--- config.mk ---
export PLATFORM = sky130hd
export DESIGN_NAME = frame_sound_activity_detector_core
export DESIGN_NICKNAME = d
export VERILOG_FILES = /design/src/rtl/fsad_pkg.sv /design/src/rtl/fsad_front.sv /design/src/rtl/fsad_fifo.sv /design/src/rtl/fsad_div.sv /design/src/rtl/fsad_back.sv /design/src/rtl/frame_sound_activity_detector_core.sv
export SDC_FILE = /design/constraint.sdc
export NUM_CORES = 2
export LEC_CHECK = 0
export BUFFER_PORTS_ARGS = -buffer_cell sky130_fd_sc_hd__buf_2
export CAP_MARGIN = 15
export CORE_ASPECT_RATIO = 0.75
export CORE_UTILIZATION = 39
export DETAILED_ROUTE_END_ITERATION = 10
export GPL_ROUTABILITY_DRIVEN = 0
export PLACE_DENSITY_LB_ADDON = 0.12
export SYNTH_ARGS = -nofsm -noshare
export SYNTH_HDL_FRONTEND = slang
export SYNTH_SLANG_ARGS = --single-unit
--- constraint.sdc ---
create_clock -name clk -period 25.8 [get_ports clk]
set_clock_uncertainty 0.05 [all_clocks]
set_input_delay 1.29 -clock clk [delete_from_list [all_inputs] [get_ports clk]]
set_output_delay 1.29 -clock clk [all_outputs]
set_load 0.02 [all_outputs]
--- src/rtl/fsad_pkg.sv ---
// Shared types and constants of the frame sound activity detector.
`default_nettype none
package fsad_pkg;

  localparam int SAMPLE_W = 16;
  localparam int COUNT_W  = 13;
  localparam int SUM_W    = 28;
  localparam int CAL_W    = 5;

  localparam logic [COUNT_W-1:0] MAX_CHUNK  = 13'd4096;
  localparam logic [CAL_W-1:0]   CAL_CHUNKS = 5'd20;

  localparam logic [COUNT_W-1:0] CHUNK_SAMPLES_RST  = 13'd512;
  localparam logic [15:0]        BASE_THRESHOLD_RST = 16'd500;
  localparam logic [7:0]         ATTACK_FRAMES_RST  = 8'd3;
  localparam logic [7:0]         RELEASE_FRAMES_RST = 8'd10;

  localparam int DIV_STEPS = SUM_W;
  localparam int STEP_W    = 5;

  // Multiplying by RECIP_FIVE and shifting right by RECIP_FIVE_SHIFT divides by five
  // exactly for every dividend below two to the eighteenth.
  localparam logic [16:0] RECIP_FIVE       = 17'd52429;
  localparam int          RECIP_FIVE_SHIFT = 18;

  typedef enum logic [1:0] {
    REG_CHUNK_SAMPLES  = 2'd0,
    REG_BASE_THRESHOLD = 2'd1,
    REG_ATTACK_FRAMES  = 2'd2,
    REG_RELEASE_FRAMES = 2'd3
  } cfg_reg_t;

  typedef struct packed {
    logic [SUM_W-1:0]           abs_sum;
    logic [COUNT_W-1:0]         count;
    logic signed [SAMPLE_W-1:0] cmin;
    logic signed [SAMPLE_W-1:0] cmax;
    logic                       speech;
  } chunk_rec_t;

  typedef struct packed {
    logic               start;
    logic [SUM_W-1:0]   dividend;
    logic [COUNT_W-1:0] divisor;
  } div_req_t;

  typedef enum logic [2:0] {
    BK_IDLE,
    BK_LEVEL,
    BK_FLOOR,
    BK_SCALE,
    BK_EMIT
  } back_state_t;

endpackage
`default_nettype wire

--- src/rtl/fsad_front.sv ---
// Front end: accumulates samples into chunks and emits one chunk record per chunk.
`default_nettype none
module fsad_front
  import fsad_pkg::*;
(
  input  wire logic                       clk,
  input  wire logic                       rst,
  input  wire logic [COUNT_W-1:0]         chunk_samples,
  input  wire logic                       in_valid,
  output logic                            in_ready,
  input  wire logic signed [SAMPLE_W-1:0] sample,
  input  wire logic                       speech_flag,
  input  wire logic                       fifo_full,
  output logic                            push,
  output chunk_rec_t                      rec
);

  logic [SUM_W-1:0]           abs_sum;
  logic signed [SAMPLE_W-1:0] cmin;
  logic signed [SAMPLE_W-1:0] cmax;
  logic [COUNT_W-1:0]         sample_index;

  logic [COUNT_W-1:0]         eff_len;
  logic [SAMPLE_W:0]          neg_sample;
  logic [SAMPLE_W-1:0]        abs_val;
  logic [SUM_W-1:0]           abs_sum_next;
  logic signed [SAMPLE_W-1:0] cmin_next;
  logic signed [SAMPLE_W-1:0] cmax_next;
  logic [COUNT_W-1:0]         index_next;
  logic                       accept;
  logic                       close;

  always_comb begin
    if (chunk_samples == '0) begin
      eff_len = COUNT_W'(1);
    end else if (chunk_samples > MAX_CHUNK) begin
      eff_len = MAX_CHUNK;
    end else begin
      eff_len = chunk_samples;
    end
  end

  assign in_ready     = !fifo_full;
  assign accept       = in_valid && in_ready;
  assign neg_sample   = (SAMPLE_W+1)'(0) - {sample[SAMPLE_W-1], sample};
  assign abs_val      = sample[SAMPLE_W-1] ? neg_sample[SAMPLE_W-1:0] : sample;
  assign abs_sum_next = abs_sum + SUM_W'(abs_val);
  assign cmin_next    = (sample < cmin) ? sample : cmin;
  assign cmax_next    = (sample > cmax) ? sample : cmax;
  assign index_next   = sample_index + COUNT_W'(1);
  assign close        = index_next >= eff_len;
  assign push         = accept && close;

  always_comb begin
    rec.abs_sum = abs_sum_next;
    rec.count   = index_next;
    rec.cmin    = cmin_next;
    rec.cmax    = cmax_next;
    rec.speech  = speech_flag;
  end

  always_ff @(posedge clk) begin
    if (rst) begin
      abs_sum      <= '0;
      cmin         <= 16'sh7FFF;
      cmax         <= 16'sh8000;
      sample_index <= '0;
    end else if (accept) begin
      if (close) begin
        abs_sum      <= '0;
        cmin         <= 16'sh7FFF;
        cmax         <= 16'sh8000;
        sample_index <= '0;
      end else begin
        abs_sum      <= abs_sum_next;
        cmin         <= cmin_next;
        cmax         <= cmax_next;
        sample_index <= index_next;
      end
    end
  end

endmodule
`default_nettype wire

--- src/rtl/fsad_fifo.sv ---
// Two-entry queue of chunk records between the front end and the back end.
`default_nettype none
module fsad_fifo
  import fsad_pkg::*;
(
  input  wire logic       clk,
  input  wire logic       rst,
  input  wire logic       push,
  input  chunk_rec_t      wr_rec,
  output logic            full,
  input  wire logic       pop,
  output chunk_rec_t      rd_rec,
  output logic            empty
);

  chunk_rec_t mem [2];
  logic       wr_ptr;
  logic       rd_ptr;
  logic [1:0] fill;

  assign full   = fill == 2'd2;
  assign empty  = fill == 2'd0;
  assign rd_rec = mem[rd_ptr];

  always_ff @(posedge clk) begin
    if (push) begin
      mem[wr_ptr] <= wr_rec;
    end
  end

  always_ff @(posedge clk) begin
    if (rst) begin
      wr_ptr <= 1'b0;
      rd_ptr <= 1'b0;
      fill   <= 2'd0;
    end else begin
      if (push) begin
        wr_ptr <= !wr_ptr;
      end
      if (pop) begin
        rd_ptr <= !rd_ptr;
      end
      if (push && !pop) begin
        fill <= fill + 2'd1;
      end else if (pop && !push) begin
        fill <= fill - 2'd1;
      end
    end
  end

endmodule
`default_nettype wire

--- src/rtl/fsad_div.sv ---
// Shared restoring divider producing one quotient bit per cycle.
`default_nettype none
module fsad_div
  import fsad_pkg::*;
(
  input  wire logic          clk,
  input  wire logic          rst,
  input  div_req_t           req,
  output logic               done,
  output logic [SUM_W-1:0]   quotient
);

  logic               busy;
  logic [STEP_W-1:0]  step;
  logic [COUNT_W-1:0] rem;
  logic [COUNT_W-1:0] divisor;
  logic [COUNT_W:0]   trial;
  logic [COUNT_W:0]   diff;
  logic               qbit;
  logic [COUNT_W-1:0] rem_next;

  always_comb begin
    trial = {rem, quotient[SUM_W-1]};
    diff  = trial - {1'b0, divisor};
    qbit  = trial >= {1'b0, divisor};
    rem_next = qbit ? diff[COUNT_W-1:0] : trial[COUNT_W-1:0];
  end

  always_ff @(posedge clk) begin
    if (req.start) begin
      quotient <= req.dividend;
      divisor  <= req.divisor;
      rem      <= '0;
    end else if (busy) begin
      quotient <= {quotient[SUM_W-2:0], qbit};
      rem      <= rem_next;
    end
  end

  always_ff @(posedge clk) begin
    if (rst) begin
      busy <= 1'b0;
      done <= 1'b0;
      step <= '0;
    end else begin
      done <= 1'b0;
      if (req.start) begin
        busy <= 1'b1;
        step <= '0;
      end else if (busy) begin
        step <= step + STEP_W'(1);
        if (step == STEP_W'(DIV_STEPS - 1)) begin
          busy <= 1'b0;
          done <= 1'b1;
        end
      end
    end
  end

endmodule
`default_nettype wire

--- src/rtl/fsad_back.sv ---
// Back end: chunk statistics, noise floor calibration, debounce and result register.
`default_nettype none
module fsad_back
  import fsad_pkg::*;
(
  input  wire logic         clk,
  input  wire logic         rst,
  input  wire logic [15:0]  base_threshold,
  input  wire logic [7:0]   attack_frames,
  input  wire logic [7:0]   release_frames,
  input  wire logic         fifo_empty,
  input  chunk_rec_t        fifo_rec,
  output logic              pop,
  output div_req_t          div_req,
  input  wire logic         div_done,
  input  wire logic [SUM_W-1:0] div_quotient,
  output logic              out_valid,
  input  wire logic         out_ready,
  output logic [15:0]       level,
  output logic [15:0]       peak_to_peak,
  output logic [15:0]       noise_floor,
  output logic [15:0]       threshold,
  output logic              calibrating,
  output logic              sound_detected,
  output logic [15:0]       active_frames
);

  back_state_t state;
  back_state_t state_next;

  chunk_rec_t       rec;
  logic [15:0]      level_q;
  logic             cal_chunk;
  logic [15:0]      floor_level;
  logic [CAL_W-1:0] cal_count;
  logic [15:0]      dyn_threshold;
  logic [15:0]      sound_run;
  logic [15:0]      quiet_run;
  logic             detected_flag;

  logic [15:0]      quo16;
  logic [20:0]      floor_prod;
  logic [21:0]      floor_sum;
  logic [18:0]      floor_x6;
  logic [35:0]      scaled_prod;
  logic [15:0]      scaled;
  logic             load_out;
  logic             is_sound;
  logic [15:0]      sound_run_next;
  logic [15:0]      quiet_run_next;
  logic             detected_next;
  logic [16:0]      p2p_full;

  assign quo16       = div_quotient[15:0];
  assign floor_prod  = 21'(floor_level) * 21'(cal_count);
  assign floor_sum   = 22'(floor_prod) + 22'(quo16);
  assign floor_x6    = 19'(floor_level) * 19'd6;
  assign scaled_prod = 36'(floor_x6) * 36'(RECIP_FIVE);
  assign scaled      = scaled_prod[RECIP_FIVE_SHIFT +: 16];
  assign p2p_full    = 17'(rec.cmax) - 17'(rec.cmin);

  always_comb begin
    state_next = state;
    pop        = 1'b0;
    load_out   = 1'b0;
    div_req    = '0;
    unique case (state)
      BK_IDLE: begin
        if (!fifo_empty) begin
          pop              = 1'b1;
          div_req.start    = 1'b1;
          div_req.dividend = fifo_rec.abs_sum;
          div_req.divisor  = fifo_rec.count;
          state_next       = BK_LEVEL;
        end
      end
      BK_LEVEL: begin
        if (div_done) begin
          if (cal_count < CAL_CHUNKS) begin
            div_req.start    = 1'b1;
            div_req.dividend = SUM_W'(floor_sum);
            div_req.divisor  = COUNT_W'(cal_count) + COUNT_W'(1);
            state_next       = BK_FLOOR;
          end else begin
            state_next = BK_EMIT;
          end
        end
      end
      BK_FLOOR: begin
        if (div_done) begin
          if (cal_count == CAL_CHUNKS - CAL_W'(1)) begin
            state_next = BK_SCALE;
          end else begin
            state_next = BK_EMIT;
          end
        end
      end
      BK_SCALE: begin
        state_next = BK_EMIT;
      end
      BK_EMIT: begin
        if (!out_valid || out_ready) begin
          load_out   = 1'b1;
          state_next = BK_IDLE;
        end
      end
      default: begin
        state_next = BK_IDLE;
      end
    endcase
  end

  always_comb begin
    is_sound       = rec.speech || (level_q >= dyn_threshold);
    sound_run_next = sound_run;
    quiet_run_next = quiet_run;
    detected_next  = detected_flag;
    if (cal_chunk) begin
      detected_next = 1'b0;
    end else if (is_sound) begin
      if (sound_run != 16'hFFFF) begin
        sound_run_next = sound_run + 16'd1;
      end
      quiet_run_next = '0;
      if (sound_run_next >= 16'(attack_frames)) begin
        detected_next = 1'b1;
      end
    end else begin
      if (quiet_run != 16'hFFFF) begin
        quiet_run_next = quiet_run + 16'd1;
      end
      sound_run_next = '0;
      if (quiet_run_next >= 16'(release_frames)) begin
        detected_next = 1'b0;
      end
    end
  end

  always_ff @(posedge clk) begin
    if (rst) begin
      state <= BK_IDLE;
    end else begin
      state <= state_next;
    end
  end

  always_ff @(posedge clk) begin
    if (pop) begin
      rec <= fifo_rec;
    end
    if (state == BK_LEVEL && div_done) begin
      level_q   <= quo16;
      cal_chunk <= cal_count < CAL_CHUNKS;
    end
    if (load_out) begin
      level        <= level_q;
      peak_to_peak <= p2p_full[15:0];
      noise_floor  <= floor_level;
      threshold    <= dyn_threshold;
      calibrating  <= cal_count < CAL_CHUNKS;
      sound_detected <= detected_next;
      active_frames  <= sound_run_next;
    end
  end

  always_ff @(posedge clk) begin
    if (rst) begin
      floor_level   <= '0;
      cal_count     <= '0;
      dyn_threshold <= BASE_THRESHOLD_RST;
      sound_run     <= '0;
      quiet_run     <= '0;
      detected_flag <= 1'b0;
      out_valid     <= 1'b0;
    end else begin
      if (state == BK_FLOOR && div_done) begin
        floor_level <= quo16;
        cal_count   <= cal_count + CAL_W'(1);
      end
      if (state == BK_SCALE) begin
        dyn_threshold <= (scaled > base_threshold) ? scaled : base_threshold;
      end
      if (load_out) begin
        sound_run     <= sound_run_next;
        quiet_run     <= quiet_run_next;
        detected_flag <= detected_next;
        out_valid     <= 1'b1;
      end else if (out_ready) begin
        out_valid <= 1'b0;
      end
    end
  end

endmodule
`default_nettype wire

--- src/rtl/frame_sound_activity_detector_core.sv ---
// Top level of the frame sound activity detector with its configuration registers.
// The block takes one sample beat per cycle and closes a chunk after the configured
// number of samples, clamped to 1 to 4096; each chunk yields one status beat. The
// back end works a chunk through a shared divider that produces one quotient bit per
// cycle: a normal chunk needs one division, a calibration chunk two, and the last
// calibration chunk also a scaling step, where the threshold is scaled by six fifths
// with a reciprocal multiply. A two-entry chunk queue sits between the sample front
// end and the back end, so input stalls only when chunks shorter than the back-end
// time for a chunk arrive in a row or when status beats are not taken.
// Configuration writes are taken every cycle; there is no clearing pass after reset.
`default_nettype none
module frame_sound_activity_detector_core
  import fsad_pkg::*;
(
  input  wire logic        clk,
  input  wire logic        rst,
  input  wire logic        cfg_valid,
  output logic             cfg_ready,
  input  wire logic [1:0]  cfg_index,
  input  wire logic [15:0] cfg_data,
  input  wire logic        in_valid,
  output logic             in_ready,
  input  wire logic signed [15:0] sample,
  input  wire logic        speech_flag,
  output logic             out_valid,
  input  wire logic        out_ready,
  output logic [15:0]      level,
  output logic [15:0]      peak_to_peak,
  output logic [15:0]      noise_floor,
  output logic [15:0]      threshold,
  output logic             calibrating,
  output logic             sound_detected,
  output logic [15:0]      active_frames
);

  logic [COUNT_W-1:0] chunk_samples;
  logic [15:0]        base_threshold;
  logic [7:0]         attack_frames;
  logic [7:0]         release_frames;

  logic               fifo_full;
  logic               fifo_empty;
  logic               push;
  logic               pop;
  chunk_rec_t         wr_rec;
  chunk_rec_t         rd_rec;
  div_req_t           div_req;
  logic               div_done;
  logic [SUM_W-1:0]   div_quotient;

  assign cfg_ready = 1'b1;

  always_ff @(posedge clk) begin
    if (rst) begin
      chunk_samples  <= CHUNK_SAMPLES_RST;
      base_threshold <= BASE_THRESHOLD_RST;
      attack_frames  <= ATTACK_FRAMES_RST;
      release_frames <= RELEASE_FRAMES_RST;
    end else if (cfg_valid && cfg_ready) begin
      unique case (cfg_reg_t'(cfg_index))
        REG_CHUNK_SAMPLES:  chunk_samples  <= cfg_data[COUNT_W-1:0];
        REG_BASE_THRESHOLD: base_threshold <= cfg_data;
        REG_ATTACK_FRAMES:  attack_frames  <= cfg_data[7:0];
        REG_RELEASE_FRAMES: release_frames <= cfg_data[7:0];
        default: begin
        end
      endcase
    end
  end

  fsad_front u_front (
    .clk           (clk),
    .rst           (rst),
    .chunk_samples (chunk_samples),
    .in_valid      (in_valid),
    .in_ready      (in_ready),
    .sample        (sample),
    .speech_flag   (speech_flag),
    .fifo_full     (fifo_full),
    .push          (push),
    .rec           (wr_rec)
  );

  fsad_fifo u_fifo (
    .clk    (clk),
    .rst    (rst),
    .push   (push),
    .wr_rec (wr_rec),
    .full   (fifo_full),
    .pop    (pop),
    .rd_rec (rd_rec),
    .empty  (fifo_empty)
  );

  fsad_div u_div (
    .clk      (clk),
    .rst      (rst),
    .req      (div_req),
    .done     (div_done),
    .quotient (div_quotient)
  );

  fsad_back u_back (
    .clk            (clk),
    .rst            (rst),
    .base_threshold (base_threshold),
    .attack_frames  (attack_frames),
    .release_frames (release_frames),
    .fifo_empty     (fifo_empty),
    .fifo_rec       (rd_rec),
    .pop            (pop),
    .div_req        (div_req),
    .div_done       (div_done),
    .div_quotient   (div_quotient),
    .out_valid      (out_valid),
    .out_ready      (out_ready),
    .level          (level),
    .peak_to_peak   (peak_to_peak),
    .noise_floor    (noise_floor),
    .threshold      (threshold),
    .calibrating    (calibrating),
    .sound_detected (sound_detected),
    .active_frames  (active_frames)
  );

endmodule
`default_nettype wire
---- Yosys cells after proc, flatten, opt, wreduce, memory -nomap -nowiden ----
Memory sizes are Yosys's and may differ from the RTL's. A register that Yosys moved wholly into a read port is not among the register bits.
Index checks and enable logic that the tools add are counted.
storage, ports and cells
  register bits ........................... 389
  bits in latches ......................... 0
  RAM bits ................................ 148
  bits in read-only memories .............. 0
  word-level logic and storage cells ...... 164
  memories kept ........................... 1
memory list
  memory      words  bits a word  read ports  clocked after Yosys merged registers in  wr ports  RTL line         source
  u_fifo.mem  2      74           1           1                                        1         fsad_fifo.sv:16  chunk_rec_t mem [2];
operators by class
  add/subtract/negate cells ............... 13
  $mul .................................... 3
  divide/modulo/power cells ............... 0
  order comparisons ....................... 10
  eq/ne operators ......................... 16
  shift-type cells ........................ 0
  multiplexer cells ....................... 53
  bitwise operators ....................... 2
  reductions and logical operators ........ 29
operators with widths
  cell                      number
  $mux W16                  15
  $mux W42                  3
  $mux W28                  3
  $pmux W42 S2              1
  $mux W13                  4
  $mul A18 B16 Y33 const B  1
  $add A16 B1 Y16 const B   2
  $ge A16 B8 Y1             2
  $gt A16 B16 Y1            2
  $ne A16 B16 Y1 const B    2
  $add A28 B16 Y28          1
  $add A21 B16 Y22          1
  $mul A16 B5 Y21           1
  $mul A16 B2 Y18 const B   1
  $mux W1                   18
  $mux W3                   6
  $ge A16 B16 Y1            1
  $lt A16 B16 Y1            1
  $sub A1 B16 Y16 const A   1
  $sub A16 B16 Y16          1
  $pmux W3 S5               1
  $ge A14 B13 Y1            1
  $add A13 B1 Y13 const B   1
  $ge A13 B13 Y1            1
  28 further kinds          55

---- Logic depth before layout (Yosys ltp) ----
  word-level depth ........................ 9
  depth in mapped cells ................... 41
  depth with buffers taken out ............ 40

---- Modules after synthesis ----
A second synthesis with hierarchy kept.
second synthesis, totals
  cells, all modules ...................... 3465
  area total of the unflattened synthesis .. 35616.7 sq um
modules (own cells, without submodules)
  module                              times used  cells each  area an instance (sq um)
  fsad_back                           1           1971        18903.1
  fsad_front                          1           782         6062.1
  fsad_fifo                           1           252         5565.3
  fsad_div                            1           279         3184.3
  frame_sound_activity_detector_core  1           181         1901.8

---- Least setup slack after synthesis ----
No wires, ideal clock.
  path kind ............................... reg2reg
  start ................................... register u_back.floor_level[0]
  end ..................................... register u_back.dyn_threshold[13]
  arrival ................................. 8.926 ns
  data required time ...................... 25.655 ns
  path slack .............................. 16.729 ns
  cell stages (with the launch flop) ...... 41
  buffers on the path ..................... 1
  path through ............................ dfxtp_1 ha_1 inv_1 fa_1 nor2b_1 o21a_1 o21ai_1 a211oi_2 nor3_1 o41ai_1 a21o_1 xnor2_1 inv_1 ha_1 ha_1 inv_1 fa_1 inv_1 [5 not listed] ha_1 o21ai_0 a22oi_1 nand3_1 a21oi_1 a21boi_0 o21bai_1 xor2_1 ha_1 a21o_1 a21o_1 a21o_1 a21oi_1 nor2b_1 o31ai_1 buf_2 a21oi_1 a221oi_1
between the ends
  word-level cells in the longest chain between the ends .. 4
RTL lines
  what                      RTL line          source
  start: declaration        fsad_back.sv:34   logic [15:0] floor_level;
  start signal: assignment  fsad_back.sv:177  floor_level <= quo16;
  $mul A16 B2 Y18 (*)       fsad_back.sv:57   assign floor_x6 = 19'(floor_level) * 19'd6;
  $mul A18 B16 Y33 (*)      fsad_back.sv:58   assign scaled_prod = 36'(floor_x6) * 36'(RECIP_FIVE);
  $gt A16 B16 Y1            fsad_back.sv:181  dyn_threshold <= (scaled > base_threshold) ? scaled : base_threshold;
  $mux W16 (*)              fsad_back.sv:181
  end signal: assignment    fsad_back.sv:181
  end: declaration          fsad_back.sv:36   logic [15:0] dyn_threshold;
Every way passes the cells marked *; elsewhere a longest branch is shown, timed or not.
A chain may end at the register's enable or synchronous reset.

---- Final worst setup path ----
  start ................................... register u_back.floor_level[1]
  end ..................................... register u_back.dyn_threshold[15]
The elaborated chain is that of the path after synthesis.

==> results.ini <==
[global_route]
grt_remaining_overflow=0
antenna_found_initial=2
number_of_global_route_vias_before_repair=24570
gr-usage-all-layers_pct=20.15
largest_net_degree_at_the_start_of_global_routing=71
grt_pass1_wl_um=141300

[clock_network]
numCtsBuffers=58
cts.reportedPaths.clkPinSlew_ns=0.06
clock_tree.root_cell=clkbuf_16
ctsResizeCount=0
cts_tree=yes
post_cts.repair.setup_buffers=0
postCtsHoldBufs=0
cts_sinks=538
cts-htree-levels=2
deepest_clock_path_buffer_count=3
insertion_delay_ns=0.64

[synth]
synth_seq_area_share_pct=40.86
ys_dominant_reg_cell=edfxtp_1
synthTopCellsByArea=edfxtp_1, dfxtp_1, ha_1, fa_1, nand2_1
ys_types=83
mappedNetlistNets=3848
synthesis.area_um2=34230
synth_edf_count=321
synth_area_per_cell_um2=10.23
register_bit_count_reported_by_yosys=538
synth.yosys.warnings=0
fraction_of_post_synthesis_cell_area_in_the_top_cell_type_by_area_pct=28.16
synthDominantAreaCellType=edfxtp_1
cell_count_after_synthesis=3345
synth-async-reset-ratio_pct=0

[sta]
rsz0062_at_grt=no
slew_viol_final=0
timing.max_slew.rel_slack_pct=15.92
period_share_pct=40.99
totalNegativeSetupSlack_ns=0
finalHoldViolations=0
final.hold.worst_slack_ns=0.3863
fmax_mhz=94.55
setup_viol=0
final.min_clock_period_ns=10.58
timing_worst_slew_pin_value_ns=1.257

[worst_setup_path]
cp-end-kind=register
critPathArrivalTime_ns=11.06
critPathLaunchType=register
worstPathBufferInverterCount=6
critical_path.max_fanout=15
cpPeakStageDelay_ns=0.91
worst_setup_path_class=register to register
critPathSlowestCell=xnor2_1
reg2reg_setup_slack_ns=15.22
worst-endpoint-required_ns=26.28
critPathTopFamily=compound AO/OA/AOI/OAI gates

[final_layout]
num-fill-cells=8154
area_delta_synth_final_pct=11.26
num-nets-final=3948
regArea_um2=13990
multi_input_area_um2=18470
layout-drive-gt1-share_pct=9.760

[route]
wire_length_per_cell_after_detailed_routing_um=19.23
vias=24570
drt_pre_antenna_iters=5
route.detailed.vias_per_inst=5.301
drt_iter0_markers=1608
finalWirelength_um=89130
ant_nets=0
drcViolationCount=0

[power_and_ir_drop]
netSwitchingFraction_pct=32.62
power.share.clock_pct=30.8
total_switching_power_mw=0.9126
vdd.ir_drop.worst_v=0.00005677
p_comb_share_pct=28.3
leakage_nw=16.62
cell_internal_pwr_mw=1.885
sequentialPowerShare_pct=40.9
powerDensity_nw_per_um2=73.46

[floorplanning]
fp-row-count=93
die_area_um2=88960
initial_core_utilization_pct=39.64
die_w_um=344.1
boundaryPins=125
core_area_um2=86340
die_outline_height_um=258.6

[placement]
place_hpwl_um=66520
numPortBuffers=123

[run]
drv.max_cap_violation_count=0

[min_path]
hold_path.class=register to register

[status]
status=finished clean

Yosys cell counts, drive strengths merged (13+ instances only):
| cell | number |
|---|---|
| a211oi | 17 |
| a21o | 59 |
| a21oi | 203 |
| a22o | 32 |
| a31oi | 24 |
| and2 | 54 |
| and3 | 20 |
| buf | 23 |
| clkbuf | 98 |
| dfxtp | 217 |
| edfxtp | 321 |
| fa | 140 |
| ha | 323 |
| inv | 358 |
| mux2 | 63 |
| mux2i | 83 |
| nand2 | 359 |
| nand2b | 25 |
| nand3 | 89 |
| nand4 | 28 |
| nor2 | 167 |
| nor2b | 25 |
| nor3 | 65 |
| o211ai | 27 |
| o21a | 18 |
| o21ai | 100 |
| o221ai | 17 |
| o31ai | 13 |
| or3 | 20 |
| xnor2 | 119 |
| xor2 | 80 |
placed cells by master (no fill, tap or decap), types with 96 or more instances in the layout:
master    instances
inv_1           357
buf_2           122
fa_1            140
dfxtp_1         216
nand2_1         359
o21ai_0          96
ha_1            323
a21oi_1         201
xnor2_1         116
edfxtp_1        321
nor2_1          166
worst paths after layout:
path,from,end,cells after the start
worst max register to register,u_back.floor_level[1],u_back.dyn_threshold[15],37
worst min-delay path,u_front.abs_sum[23],u_front.abs_sum[23],1
worst min register to register,u_front.abs_sum[23],u_front.abs_sum[23],1
worst max-delay path,u_back.floor_level[1],u_back.dyn_threshold[15],37
registers in the layout (all words and copies together), names as in the netlist, 28 cells and up, named ones only:
name             cells
u_div.quotient      28
u_fifo.mem         148
u_back.rec          33
u_front.abs_sum     28
routing by layer:
metal  global-route usage (%)  routed length [um]
met5                        0                   0
met4                    4.781                1774
met3                    2.670                4125
met2                    29.42               37370
met1                    31.17               45860
power groups by stage:
stage	clock (mW)	combinational [mW]	sequential, mW
6_report	0.861	0.791	1.15
5_1_grt	0.918	0.888	1.16
4_1_cts	0.887	0.796	1.15
3_5_place_dp	0	0.788	1.16
3_3_place_gp	0	0.777	1.16
2_1_floorplan	0	0.597	1.12
through the flow:
stage / cell area [um^2] / setup WS (ns) / power, mW / std cells / util (%)
floorplan: 34230 / 16.73 / 1.721 / 3345 / -
global placement: 36110 / 15.52 / 1.941 / 4522 / 41.82
detailed placement: 36110 / 15.29 / 1.953 / 4522 / 41.82
CTS: 38060 / 15.27 / 2.831 / 4631 / 44.08
global route: 38080 / 14.50 / 2.964 / 4635 / 44.10
finish: 38080 / 15.22 / 2.797 / 4635 / 44.10
layout make-up:
type / instances / share of cell area [%]
clock buffers: 86 / 4.390
inverters: 358 / 3.535
diodes: 1 / 0.006571
well taps: 1140 / 3.746
flip-flops and latches: 538 / 36.73
multi-input cells: 2328 / 48.49
repair buffers: 161 / 2.366
clock inverters: 23 / 0.7327
cells by family after synthesis:
logic type / share of synthesized area [%]
AND/OR/NAND/NOR: 12.56
AO/OA/AOI/OAI: 11.58
flip-flops: 40.86
buffers and inverters: 5.334
adder cells (fa/ha/maj): 20.00
XOR/XNOR: 5.158
multiplexers: 4.500
other: 0.01096
worst register-to-register path, delay by kind of cell, from the launching register on:
| family | cells | cell delay [ns] |
|---|---|---|
| AO/OA/AOI/OAI | 15 | 3.85 |
| adder cells (fa/ha/maj) | 9 | 3.52 |
| buffers and inverters | 6 | 0.60 |
| flip-flops | 1 | 0.57 |
| XOR/XNOR | 3 | 1.29 |
| AND/OR/NAND/NOR | 4 | 0.58 |
Note: power is estimated with default switching activity, not from simulation.
